`config.mk`:
```
export PLATFORM = sky130hd
export DESIGN_NAME = stereo_biquad_lowpass_highpass_cascade
export DESIGN_NICKNAME = d
export VERILOG_FILES = /design/src/rtl/sbq_pkg.sv /design/src/rtl/sbq_ctrl.sv /design/src/rtl/sbq_dp.sv /design/src/rtl/stereo_biquad_lowpass_highpass_cascade.sv
export SDC_FILE = /design/constraint.sdc
export NUM_CORES = 2
export LEC_CHECK = 0
export BUFFER_PORTS_ARGS = -buffer_cell sky130_fd_sc_hd__buf_2
export CAP_MARGIN = 0
export CORE_ASPECT_RATIO = 1.2
export CORE_MARGIN = 1
export CORE_UTILIZATION = 65
export DETAILED_ROUTE_END_ITERATION = 12
export GPL_TIMING_DRIVEN = 0
export PLACE_DENSITY = 0.88
export SLEW_MARGIN = 20
export SYNTH_ARGS = -nofsm -noshare
export SYNTH_HDL_FRONTEND = slang
export SYNTH_SLANG_ARGS = --single-unit
```
`constraint.sdc`:
```
create_clock -name i_clk -period 10.4 [get_ports i_clk]
set_clock_uncertainty 0.15 [all_clocks]
set_input_delay 2.08 -clock i_clk [delete_from_list [all_inputs] [get_ports i_clk]]
set_output_delay 2.08 -clock i_clk [all_outputs]
set_load 0.01 [all_outputs]
```
`src/rtl/sbq_pkg.sv`:
```
package sbq_pkg;

    localparam int SAMPLE_BITS_DEF     = 24;
    localparam int COEFF_FRAC_BITS_DEF = 22;
    localparam int DELAY_BITS          = 48;
    localparam int CFG_IDX_BITS        = 3;
    localparam int UNIT_BITS           = 2;
    localparam int NUM_UNITS           = 1 << UNIT_BITS;

    typedef enum logic [CFG_IDX_BITS-1:0] {
        CFG_LP_EN = 3'd0,
        CFG_HP_EN = 3'd1,
        CFG_LP_B0 = 3'd2,
        CFG_LP_A1 = 3'd3,
        CFG_LP_A2 = 3'd4,
        CFG_HP_B0 = 3'd5,
        CFG_HP_A1 = 3'd6,
        CFG_HP_A2 = 3'd7
    } t_cfg_idx;

    typedef enum logic [1:0] {
        MUL_B0 = 2'd0,
        MUL_A1 = 2'd1,
        MUL_A2 = 2'd2
    } t_mul_sel;

    typedef enum logic [2:0] {
        ST_IDLE,
        ST_SEL,
        ST_MUL_B,
        ST_ACC,
        ST_MUL_A1,
        ST_MUL_A2,
        ST_UPD2,
        ST_DONE
    } t_state;

    // unit = {channel, stage}, stage 0 lowpass, 1 highpass
    typedef struct packed {
        logic                 load_in;
        logic                 mul_en;
        t_mul_sel             mul_sel;
        logic                 acc_en;
        logic                 z1_en;
        logic                 z2_en;
        logic                 load_out;
        logic [UNIT_BITS-1:0] unit;
    } t_cmd;

    typedef struct packed {
        logic lp_en;
        logic hp_en;
    } t_sts;

endpackage

```
`src/rtl/sbq_ctrl.sv`:
```
module sbq_ctrl (
    input  logic            i_clk,
    input  logic            i_rst_n,
    input  logic            i_in_valid,
    output logic            o_in_stall,
    output logic            o_out_valid,
    input  logic            i_out_stall,
    input  sbq_pkg::t_sts   i_sts,
    output sbq_pkg::t_cmd   o_cmd
);

    sbq_pkg::t_state                 r_state, n_state;
    logic [sbq_pkg::UNIT_BITS-1:0]   r_unit, n_unit;
    logic                            r_out_valid, n_out_valid;
    logic                            unit_en;
    logic                            last_unit;
    logic                            slot_free;

    assign unit_en   = r_unit[0] ? i_sts.hp_en : i_sts.lp_en;
    assign last_unit = (r_unit == {sbq_pkg::UNIT_BITS{1'b1}});
    assign slot_free = !r_out_valid || !i_out_stall;

    always_ff @(posedge i_clk) begin
        if (!i_rst_n) begin
            r_state     <= sbq_pkg::ST_IDLE;
            r_unit      <= '0;
            r_out_valid <= 1'b0;
        end else begin
            r_state     <= n_state;
            r_unit      <= n_unit;
            r_out_valid <= n_out_valid;
        end
    end

    // next state
    always_comb begin
        n_state = r_state;
        n_unit  = r_unit;
        case (r_state)
            sbq_pkg::ST_IDLE: begin
                if (i_in_valid) begin
                    n_state = sbq_pkg::ST_SEL;
                    n_unit  = '0;
                end
            end
            sbq_pkg::ST_SEL: begin
                if (unit_en) begin
                    n_state = sbq_pkg::ST_MUL_B;
                end else if (last_unit) begin
                    n_state = sbq_pkg::ST_DONE;
                end else begin
                    n_unit = r_unit + sbq_pkg::UNIT_BITS'(1);
                end
            end
            sbq_pkg::ST_MUL_B:  n_state = sbq_pkg::ST_ACC;
            sbq_pkg::ST_ACC:    n_state = sbq_pkg::ST_MUL_A1;
            sbq_pkg::ST_MUL_A1: n_state = sbq_pkg::ST_MUL_A2;
            sbq_pkg::ST_MUL_A2: n_state = sbq_pkg::ST_UPD2;
            sbq_pkg::ST_UPD2: begin
                if (last_unit) begin
                    n_state = sbq_pkg::ST_DONE;
                end else begin
                    n_state = sbq_pkg::ST_SEL;
                    n_unit  = r_unit + sbq_pkg::UNIT_BITS'(1);
                end
            end
            sbq_pkg::ST_DONE: begin
                if (slot_free) begin
                    n_state = sbq_pkg::ST_IDLE;
                end
            end
            default: n_state = sbq_pkg::ST_IDLE;
        endcase
    end

    // outputs
    always_comb begin
        o_cmd          = '0;
        o_cmd.mul_sel  = sbq_pkg::MUL_B0;
        o_cmd.unit     = r_unit;
        o_in_stall     = 1'b1;
        case (r_state)
            sbq_pkg::ST_IDLE: begin
                o_in_stall    = 1'b0;
                o_cmd.load_in = i_in_valid;
            end
            sbq_pkg::ST_MUL_B: begin
                o_cmd.mul_en  = 1'b1;
                o_cmd.mul_sel = sbq_pkg::MUL_B0;
            end
            sbq_pkg::ST_ACC: begin
                o_cmd.acc_en = 1'b1;
            end
            sbq_pkg::ST_MUL_A1: begin
                o_cmd.mul_en  = 1'b1;
                o_cmd.mul_sel = sbq_pkg::MUL_A1;
            end
            sbq_pkg::ST_MUL_A2: begin
                o_cmd.mul_en  = 1'b1;
                o_cmd.mul_sel = sbq_pkg::MUL_A2;
                o_cmd.z1_en   = 1'b1;
            end
            sbq_pkg::ST_UPD2: begin
                o_cmd.z2_en = 1'b1;
            end
            sbq_pkg::ST_DONE: begin
                o_cmd.load_out = slot_free;
            end
            default: o_cmd.load_in = 1'b0;
        endcase
    end

    assign n_out_valid = o_cmd.load_out || (r_out_valid && i_out_stall);
    assign o_out_valid = r_out_valid;

endmodule

```
`src/rtl/sbq_dp.sv`:
```
module sbq_dp #(
    parameter int SAMPLE_BITS     = sbq_pkg::SAMPLE_BITS_DEF,
    parameter int COEFF_FRAC_BITS = sbq_pkg::COEFF_FRAC_BITS_DEF
) (
    input  logic                                   i_clk,
    input  logic                                   i_rst_n,
    input  logic                                   i_cfg_we,
    input  logic [sbq_pkg::CFG_IDX_BITS-1:0]       i_cfg_idx,
    input  logic [COEFF_FRAC_BITS+2:0]             i_cfg_data,
    input  logic signed [SAMPLE_BITS-1:0]          i_left_sample,
    input  logic signed [SAMPLE_BITS-1:0]          i_right_sample,
    input  sbq_pkg::t_cmd                          i_cmd,
    output sbq_pkg::t_sts                          o_sts,
    output logic signed [SAMPLE_BITS-1:0]          o_left_result,
    output logic signed [SAMPLE_BITS-1:0]          o_right_result
);

    localparam int COEFF_BITS = COEFF_FRAC_BITS + 3;
    localparam int PROD_BITS  = COEFF_BITS + SAMPLE_BITS;
    localparam int DB         = sbq_pkg::DELAY_BITS;
    localparam int ACC_BITS   = ((PROD_BITS > DB) ? PROD_BITS : DB) + 3;

    localparam logic signed [ACC_BITS-1:0] ROUND =
        ACC_BITS'(1) << (COEFF_FRAC_BITS - 1);
    localparam logic signed [ACC_BITS-1:0] Y_MAX =
        (ACC_BITS'(1) << (SAMPLE_BITS - 1)) - ACC_BITS'(1);
    localparam logic signed [ACC_BITS-1:0] Y_MIN =
        -(ACC_BITS'(1) << (SAMPLE_BITS - 1));
    localparam logic signed [ACC_BITS-1:0] D_MAX =
        (ACC_BITS'(1) << (DB - 1)) - ACC_BITS'(1);
    localparam logic signed [ACC_BITS-1:0] D_MIN =
        -(ACC_BITS'(1) << (DB - 1));
    localparam logic [COEFF_BITS-1:0] COEFF_ONE = COEFF_BITS'(1) << COEFF_FRAC_BITS;

    logic                          r_lp_en, r_hp_en;
    logic signed [COEFF_BITS-1:0]  r_lp_b0, r_lp_a1, r_lp_a2;
    logic signed [COEFF_BITS-1:0]  r_hp_b0, r_hp_a1, r_hp_a2;

    logic signed [DB-1:0]          r_z1 [sbq_pkg::NUM_UNITS];
    logic signed [DB-1:0]          r_z2 [sbq_pkg::NUM_UNITS];

    logic signed [SAMPLE_BITS-1:0] r_x [2];
    logic signed [SAMPLE_BITS-1:0] r_y;
    logic signed [SAMPLE_BITS-1:0] r_out [2];
    logic signed [PROD_BITS-1:0]   r_prod;
    logic signed [PROD_BITS-1:0]   r_bx;

    logic                          stage;
    logic                          chan;
    logic signed [COEFF_BITS-1:0]  mul_coef;
    logic signed [SAMPLE_BITS-1:0] mul_op;
    logic signed [ACC_BITS-1:0]    acc;
    logic signed [ACC_BITS-1:0]    acc_sh;
    logic signed [SAMPLE_BITS-1:0] y_sat;
    logic signed [ACC_BITS-1:0]    prod_ext;
    logic signed [ACC_BITS-1:0]    bx_ext;
    logic signed [ACC_BITS-1:0]    z2_ext;
    logic signed [ACC_BITS-1:0]    z1_sum;
    logic signed [ACC_BITS-1:0]    z2_sum;
    logic signed [DB-1:0]          z1_sat;
    logic signed [DB-1:0]          z2_sat;

    assign stage = i_cmd.unit[0];
    assign chan  = i_cmd.unit[1];

    assign o_sts.lp_en = r_lp_en;
    assign o_sts.hp_en = r_hp_en;

    // config registers
    always_ff @(posedge i_clk) begin
        if (!i_rst_n) begin
            r_lp_en <= 1'b0;
            r_hp_en <= 1'b0;
            r_lp_b0 <= COEFF_ONE;
            r_lp_a1 <= '0;
            r_lp_a2 <= '0;
            r_hp_b0 <= COEFF_ONE;
            r_hp_a1 <= '0;
            r_hp_a2 <= '0;
        end else if (i_cfg_we) begin
            case (sbq_pkg::t_cfg_idx'(i_cfg_idx))
                sbq_pkg::CFG_LP_EN: r_lp_en <= i_cfg_data[0];
                sbq_pkg::CFG_HP_EN: r_hp_en <= i_cfg_data[0];
                sbq_pkg::CFG_LP_B0: r_lp_b0 <= i_cfg_data;
                sbq_pkg::CFG_LP_A1: r_lp_a1 <= i_cfg_data;
                sbq_pkg::CFG_LP_A2: r_lp_a2 <= i_cfg_data;
                sbq_pkg::CFG_HP_B0: r_hp_b0 <= i_cfg_data;
                sbq_pkg::CFG_HP_A1: r_hp_a1 <= i_cfg_data;
                sbq_pkg::CFG_HP_A2: r_hp_a2 <= i_cfg_data;
                default: r_lp_en <= r_lp_en;
            endcase
        end
    end

    // shared multiplier operands
    always_comb begin
        case (i_cmd.mul_sel)
            sbq_pkg::MUL_B0: mul_coef = stage ? r_hp_b0 : r_lp_b0;
            sbq_pkg::MUL_A1: mul_coef = stage ? r_hp_a1 : r_lp_a1;
            sbq_pkg::MUL_A2: mul_coef = stage ? r_hp_a2 : r_lp_a2;
            default:         mul_coef = '0;
        endcase
        mul_op = (i_cmd.mul_sel == sbq_pkg::MUL_B0) ? r_x[chan] : r_y;
    end

    // stage output: round, shift, saturate
    always_comb begin
        acc    = ACC_BITS'(r_prod) + ACC_BITS'(r_z1[i_cmd.unit]) + ROUND;
        acc_sh = acc >>> COEFF_FRAC_BITS;
        if (acc_sh > Y_MAX) begin
            y_sat = Y_MAX[SAMPLE_BITS-1:0];
        end else if (acc_sh < Y_MIN) begin
            y_sat = Y_MIN[SAMPLE_BITS-1:0];
        end else begin
            y_sat = acc_sh[SAMPLE_BITS-1:0];
        end
    end

    // delay updates, b1 = +/-2*b0 and b2 = b0 reuse b0*x
    always_comb begin
        prod_ext = ACC_BITS'(r_prod);
        bx_ext   = ACC_BITS'(r_bx);
        z2_ext   = ACC_BITS'(r_z2[i_cmd.unit]);
        if (stage) begin
            z1_sum = z2_ext - (bx_ext <<< 1) - prod_ext;
        end else begin
            z1_sum = z2_ext + (bx_ext <<< 1) - prod_ext;
        end
        z2_sum = bx_ext - prod_ext;
        if (z1_sum > D_MAX) begin
            z1_sat = D_MAX[DB-1:0];
        end else if (z1_sum < D_MIN) begin
            z1_sat = D_MIN[DB-1:0];
        end else begin
            z1_sat = z1_sum[DB-1:0];
        end
        if (z2_sum > D_MAX) begin
            z2_sat = D_MAX[DB-1:0];
        end else if (z2_sum < D_MIN) begin
            z2_sat = D_MIN[DB-1:0];
        end else begin
            z2_sat = z2_sum[DB-1:0];
        end
    end

    always_ff @(posedge i_clk) begin
        if (!i_rst_n) begin
            for (int u = 0; u < sbq_pkg::NUM_UNITS; u++) begin
                r_z1[u] <= '0;
                r_z2[u] <= '0;
            end
        end else begin
            if (i_cmd.z1_en) begin
                r_z1[i_cmd.unit] <= z1_sat;
            end
            if (i_cmd.z2_en) begin
                r_z2[i_cmd.unit] <= z2_sat;
            end
        end
    end

    always_ff @(posedge i_clk) begin
        if (i_cmd.load_in) begin
            r_x[0] <= i_left_sample;
            r_x[1] <= i_right_sample;
        end else if (i_cmd.acc_en) begin
            r_x[chan] <= y_sat;
        end
        if (i_cmd.mul_en) begin
            r_prod <= mul_coef * mul_op;
        end
        if (i_cmd.acc_en) begin
            r_y  <= y_sat;
            r_bx <= r_prod;
        end
        if (i_cmd.load_out) begin
            r_out[0] <= r_x[0];
            r_out[1] <= r_x[1];
        end
    end

    assign o_left_result  = r_out[0];
    assign o_right_result = r_out[1];

endmodule

```
`src/rtl/stereo_biquad_lowpass_highpass_cascade.sv`:
```
// channel   direction  handshake                  payload
// in        sink       i_in_valid / o_in_stall    i_left_sample, i_right_sample
// out       source     o_out_valid / i_out_stall  o_left_result, o_right_result
// cfg       sink       i_cfg_we                   i_cfg_idx, i_cfg_data
//
// one transaction at a time on a single shared multiplier: accept, then per channel and
// stage a select step and, if enabled, multiply b0, accumulate, multiply a1, multiply a2
// with the z1 update, update z2; then output once the output register is free
// synchronous active-low reset restores config defaults, clears delays and control, no clearing pass
// a finished result waits in the output register; the next transaction is taken meanwhile
module stereo_biquad_lowpass_highpass_cascade #(
    parameter int SAMPLE_BITS     = sbq_pkg::SAMPLE_BITS_DEF,
    parameter int COEFF_FRAC_BITS = sbq_pkg::COEFF_FRAC_BITS_DEF
) (
    input  logic                              i_clk,
    input  logic                              i_rst_n,
    input  logic                              i_in_valid,
    output logic                              o_in_stall,
    input  logic signed [SAMPLE_BITS-1:0]     i_left_sample,
    input  logic signed [SAMPLE_BITS-1:0]     i_right_sample,
    output logic                              o_out_valid,
    input  logic                              i_out_stall,
    output logic signed [SAMPLE_BITS-1:0]     o_left_result,
    output logic signed [SAMPLE_BITS-1:0]     o_right_result,
    input  logic                              i_cfg_we,
    input  logic [sbq_pkg::CFG_IDX_BITS-1:0]  i_cfg_idx,
    input  logic [COEFF_FRAC_BITS+2:0]        i_cfg_data
);

    sbq_pkg::t_cmd cmd;
    sbq_pkg::t_sts sts;

    sbq_ctrl u_ctrl (
        .i_clk       (i_clk),
        .i_rst_n     (i_rst_n),
        .i_in_valid  (i_in_valid),
        .o_in_stall  (o_in_stall),
        .o_out_valid (o_out_valid),
        .i_out_stall (i_out_stall),
        .i_sts       (sts),
        .o_cmd       (cmd)
    );

    sbq_dp #(
        .SAMPLE_BITS     (SAMPLE_BITS),
        .COEFF_FRAC_BITS (COEFF_FRAC_BITS)
    ) u_dp (
        .i_clk          (i_clk),
        .i_rst_n        (i_rst_n),
        .i_cfg_we       (i_cfg_we),
        .i_cfg_idx      (i_cfg_idx),
        .i_cfg_data     (i_cfg_data),
        .i_left_sample  (i_left_sample),
        .i_right_sample (i_right_sample),
        .i_cmd          (cmd),
        .o_sts          (sts),
        .o_left_result  (o_left_result),
        .o_right_result (o_right_result)
    );

endmodule

```
==> impl_results.html <==
<table>
<tr><th>Metric</th><th>Value</th></tr>
<tr><th colspan="2">Setup path</th></tr>
<tr><td>Maximum fanout along the worst path</td><td>10</td></tr>
<tr><td>Sort of element at the start of the critical path</td><td>register</td></tr>
<tr><td>Number of cell instances on the worst register-to-register path</td><td>31</td></tr>
<tr><td>Worst-path cell with the longest stage delay</td><td>sky130_fd_sc_hd__fa_1</td></tr>
<tr><td>Required time at the endpoint of the critical path</td><td>10.67 ns</td></tr>
<tr><td>Element type at the critical path end</td><td>register</td></tr>
<tr><td>Maximum cell stage delay along the critical path</td><td>0.55 ns</td></tr>
<tr><td>Signal arrival time at the worst endpoint</td><td>10.58 ns</td></tr>
<tr><td>Category of the critical setup timing path</td><td>register to register</td></tr>
<tr><td>Setup slack of the most critical reg-to-reg path</td><td>0.09 ns</td></tr>
<tr><td>Most frequent CP cell</td><td>sky130_fd_sc_hd__fa_1</td></tr>
<tr><th colspan="2">Floorplan</th></tr>
<tr><td>Core region area</td><td>0.1035 mm^2</td></tr>
<tr><td>Count of pins on the block boundary</td><td>131</td></tr>
<tr><td>Overall die height</td><td>356.8 um</td></tr>
<tr><td>Floorplan die width</td><td>297.7 um</td></tr>
<tr><td>Number of rows in the core area</td><td>129</td></tr>
<tr><td>Initial core utilization</td><td>0.6592</td></tr>
<tr><td>DIE AREA</td><td>0.1062 mm^2</td></tr>
<tr><th colspan="2">Timing</th></tr>
<tr><td>Setup repair after global routing missed its margin</td><td>no</td></tr>
<tr><td>Count of final setup violators</td><td>0</td></tr>
<tr><td>Worst rel slew slack</td><td>0.2173</td></tr>
<tr><td>Hold Violations, Final</td><td>0</td></tr>
<tr><td>Slew Limit Fails</td><td>0</td></tr>
<tr><td>Hold slack final</td><td>0.2926 ns</td></tr>
<tr><td>Post-route fraction of the period consumed by the critical path</td><td>0.9916</td></tr>
<tr><td>Peak clock frequency supported by timing</td><td>96.97 MHz</td></tr>
<tr><td>Final Worst Setup Slack</td><td>0.08702 ns</td></tr>
<tr><td>Setup Total Neg Slack</td><td>0 ns</td></tr>
<tr><td>Slew @ Worst Pin</td><td>1.165 ns</td></tr>
<tr><td>Final critical delay including setup and external delays</td><td>10.31 ns</td></tr>
<tr><th colspan="2">Placed design</th></tr>
<tr><td>Port-buffer cells</td><td>126</td></tr>
<tr><td>Final weighted congestion in routability-driven placement</td><td>1.094</td></tr>
<tr><td>Dpl hpwl</td><td>184800 um</td></tr>
<tr><td>Setup WS pre-CTS</td><td>-1.047 ns</td></tr>
<tr><td>Placed cell count</td><td>8571</td></tr>
<tr><th colspan="2">Clock tree</th></tr>
<tr><td>Hold-fix buffers at CTS</td><td>0</td></tr>
<tr><td>Maximum level of the CTS H-tree</td><td>3</td></tr>
<tr><td>Num Clock Sinks</td><td>763</td></tr>
<tr><td>Clock root buffer</td><td>sky130_fd_sc_hd__clkbuf_16</td></tr>
<tr><td>Source-to-sink clock delay at the later pin of the worst-skew pair</td><td>0.71 ns</td></tr>
<tr><td>Clock-pin slew on the worst setup and hold paths</td><td>0.07 ns</td></tr>
<tr><td>Clock tree from TritonCTS</td><td>done</td></tr>
<tr><td>Cts bufs inserted</td><td>78</td></tr>
<tr><td>Maximum root-to-sink buffer count</td><td>3</td></tr>
<tr><th colspan="2">Layout</th></tr>
<tr><td>Signed area change from the synthesized netlist to the final layout</td><td>8.676%</td></tr>
<tr><td>Most frequent standard cell in the layout excluding fill and tap cells</td><td>sky130_fd_sc_hd__inv_1</td></tr>
<tr><td>Layout cell share with drive strength beyond 1</td><td>0.08336</td></tr>
<tr><td># nets final</td><td>8465</td></tr>
<tr><td>Commonest cells after routing, fill and taps aside</td><td>990 x sky130_fd_sc_hd__inv_1, 899 x sky130_fd_sc_hd__nand2_1, 804 x sky130_fd_sc_hd__nor2_1</td></tr>
<tr><td>Filler cell count in the final layout</td><td>7407</td></tr>
<tr><td>Non-Filler Instances</td><td>8711</td></tr>
<tr><th colspan="2">Yosys</th></tr>
<tr><td>Synthesized netlist net count</td><td>8238</td></tr>
<tr><td>FFs w/ async S/R, synth</td><td>0</td></tr>
<tr><td>Sequential element share of the synthesized area</td><td>0.3123</td></tr>
<tr><td>Syn Inst Count</td><td>7044</td></tr>
<tr><td>Mean cell area of the mapped netlist</td><td>9.682 um^2</td></tr>
<tr><td>Post-synthesis cell type count</td><td>85</td></tr>
<tr><td>Synthesis Warnings</td><td>0</td></tr>
<tr><td>Count of flip-flops with a built-in enable after synthesis</td><td>602</td></tr>
<tr><td>Total standard cell area after synthesis</td><td>0.06820 mm^2</td></tr>
<tr><td>Yosys reg bits</td><td>763</td></tr>
<tr><td>Dominant synthesized flop cell</td><td>sky130_fd_sc_hd__edfxtp_1</td></tr>
<tr><th colspan="2">Routing</th></tr>
<tr><td>Vias post-DR</td><td>57080</td></tr>
<tr><td>Violation count after the first detailed-route iteration</td><td>7625</td></tr>
<tr><td>Routed Wire Length</td><td>236000 um</td></tr>
<tr><td>Via/cell ratio</td><td>6.553</td></tr>
<tr><td>Number of detailed-routing iterations run before antenna repair</td><td>7</td></tr>
<tr><td>Detail Route Antenna Nets</td><td>0</td></tr>
<tr><td>WL/cell</td><td>27.09 um</td></tr>
<tr><td>Detailed-route DRC error count</td><td>0</td></tr>
<tr><th colspan="2">Global route</th></tr>
<tr><td>Via count of the first global-routing pass</td><td>57840</td></tr>
<tr><td>Initial antenna violation count</td><td>10</td></tr>
<tr><td>Maximum number of pins on one net before global-route repair</td><td>49</td></tr>
<tr><td>Total routing usage reported by global routing</td><td>0.4462</td></tr>
<tr><td>First-pass GRT wire length</td><td>348300 um</td></tr>
<tr><td>Global route overflow</td><td>0</td></tr>
<tr><th colspan="2">Min path</th></tr>
<tr><td>Class of the tightest hold or removal check</td><td>register to register</td></tr>
<tr><td>Number of stages on the worst hold path</td><td>0</td></tr>
<tr><th colspan="2">Run status</th></tr>
<tr><td>Run status</td><td>completed</td></tr>
<tr><th colspan="2">Job</th></tr>
<tr><td>MaxCap Viol Count</td><td>0</td></tr>
</table>
==> per-layer routing <==
metal	vias to the layer above	global-route usage	part of all wire
li1	23910	-	-
met1	27520	0.4908	0.31
met2	4274	0.6949	0.45
met3	1366	0.1269	0.12
met4	12	0.4325	0.12
met5	-	0	0.00053
==> worst paths after layout <==
path	from	to
worst max-delay path	register	u_dp.r_prod[47]
worst max register to register	register	u_dp.r_prod[47]
worst min-delay path	u_dp.r_x[0][23]	u_dp.r_out[0][23]
worst min register to register	u_dp.r_x[0][23]	u_dp.r_out[0][23]
==> synthesized netlist by cell type, types with 26 or more instances <==
library cell | instances | area share
sky130_fd_sc_hd__and2_1 | 29 | 0.0027
sky130_fd_sc_hd__mux2i_1 | 105 | 0.015
sky130_fd_sc_hd__nor3_1 | 49 | 0.0036
sky130_fd_sc_hd__ha_1 | 384 | 0.070
sky130_fd_sc_hd__o21bai_1 | 31 | 0.0034
sky130_fd_sc_hd__inv_1 | 990 | 0.054
sky130_fd_sc_hd__o21a_1 | 43 | 0.0047
sky130_fd_sc_hd__fa_1 | 729 | 0.21
sky130_fd_sc_hd__nand4_1 | 48 | 0.0044
sky130_fd_sc_hd__nor2b_1 | 50 | 0.0046
sky130_fd_sc_hd__a211oi_1 | 79 | 0.0087
sky130_fd_sc_hd__nand2b_1 | 35 | 0.0032
sky130_fd_sc_hd__dfxtp_1 | 161 | 0.047
sky130_fd_sc_hd__a21o_1 | 107 | 0.012
sky130_fd_sc_hd__nand2_1 | 904 | 0.050
sky130_fd_sc_hd__clkbuf_1 | 282 | 0.016
sky130_fd_sc_hd__xor2_1 | 81 | 0.010
sky130_fd_sc_hd__a21boi_0 | 168 | 0.018
sky130_fd_sc_hd__a21oi_1 | 320 | 0.023
sky130_fd_sc_hd__nor2_1 | 806 | 0.044
sky130_fd_sc_hd__xnor2_1 | 131 | 0.017
sky130_fd_sc_hd__and3_1 | 26 | 0.0024
sky130_fd_sc_hd__mux2_2 | 29 | 0.0048
sky130_fd_sc_hd__edfxtp_1 | 602 | 0.27
sky130_fd_sc_hd__mux4_2 | 96 | 0.032
sky130_fd_sc_hd__o211ai_1 | 29 | 0.0032
sky130_fd_sc_hd__o21ai_0 | 360 | 0.026
sky130_fd_sc_hd__nand3_1 | 57 | 0.0042
==> final cells by class <==
class / count / area (um^2) / area share
repair buffers: 153 / 1140 / 0.01538
flip-flops and latches: 763 / 21300 / 0.2874
well taps: 1375 / 1720 / 0.02321
inverters: 992 / 3727 / 0.05029
plain buffers: 320 / 1388 / 0.01872
clock buffers: 99 / 2092 / 0.02823
multi-input cells: 4963 / 42360 / 0.5716
clock inverters: 40 / 369.1 / 0.004980
diodes: 6 / 15.01 / 0.0002026
==> stage by stage <==
step,instance area [um^2],util
CTS,73880,0.7141
global route,74100,0.7163
finish,74110,0.7163
floorplan,68200,-
detailed placement,71240,0.6886
global placement,70550,0.6819
==> registers in the layout (all words and copies together), names as in the netlist, named ones only <==
signal              flops
u_dp.r_hp_a1           25
u_dp.r_bx              49
u_dp.r_lp_a1           25
u_ctrl.o_out_valid      1
u_dp.r_out             48
u_dp.r_hp_b0           25
u_dp.r_lp_a2           25
u_dp.r_y               24
u_ctrl.r_state          3
u_dp.r_z1             192
u_dp.r_lp_b0           25
u_dp.r_prod            49
u_ctrl.r_unit           2
u_dp.r_x               48
u_dp.r_hp_en            1
u_dp.r_z2             192
u_dp.r_lp_en            1
u_dp.r_hp_a2           25
==> worst max-delay path, delay by kind of cell (launching register included) <==
kind | cells | cell delay [ns]
buf+inv | 9 | 1.75
fa+ha+maj | 8 | 3.82
xor+xnor | 1 | 0.15
mux | 1 | 0.50
flops | 1 | 0.31
compound gates | 9 | 2.63
simple gates | 3 | 0.72
==> logic make-up after synthesis <==
logic type,count (synthesis),synth area share
xor gates and xnor gates,212,0.02723
AOI/OAI and AO/OA,1333,0.1246
adders and majority gates,1113,0.2845
buffers and inverters,1318,0.07306
muxes,230,0.05190
and+or+nand+nor,2075,0.1265
DFF,763,0.3123
==> what timing repair did <==
action                     4_1_cts  5_1_grt
setup endpoints to repair       23       15
setup buffers                    0        1
pin swaps                        0        0
resized for setup               69      136
Power is not shown: default switching activity piles up to over one toggle a cycle in this logic, so the estimate is an artifact.
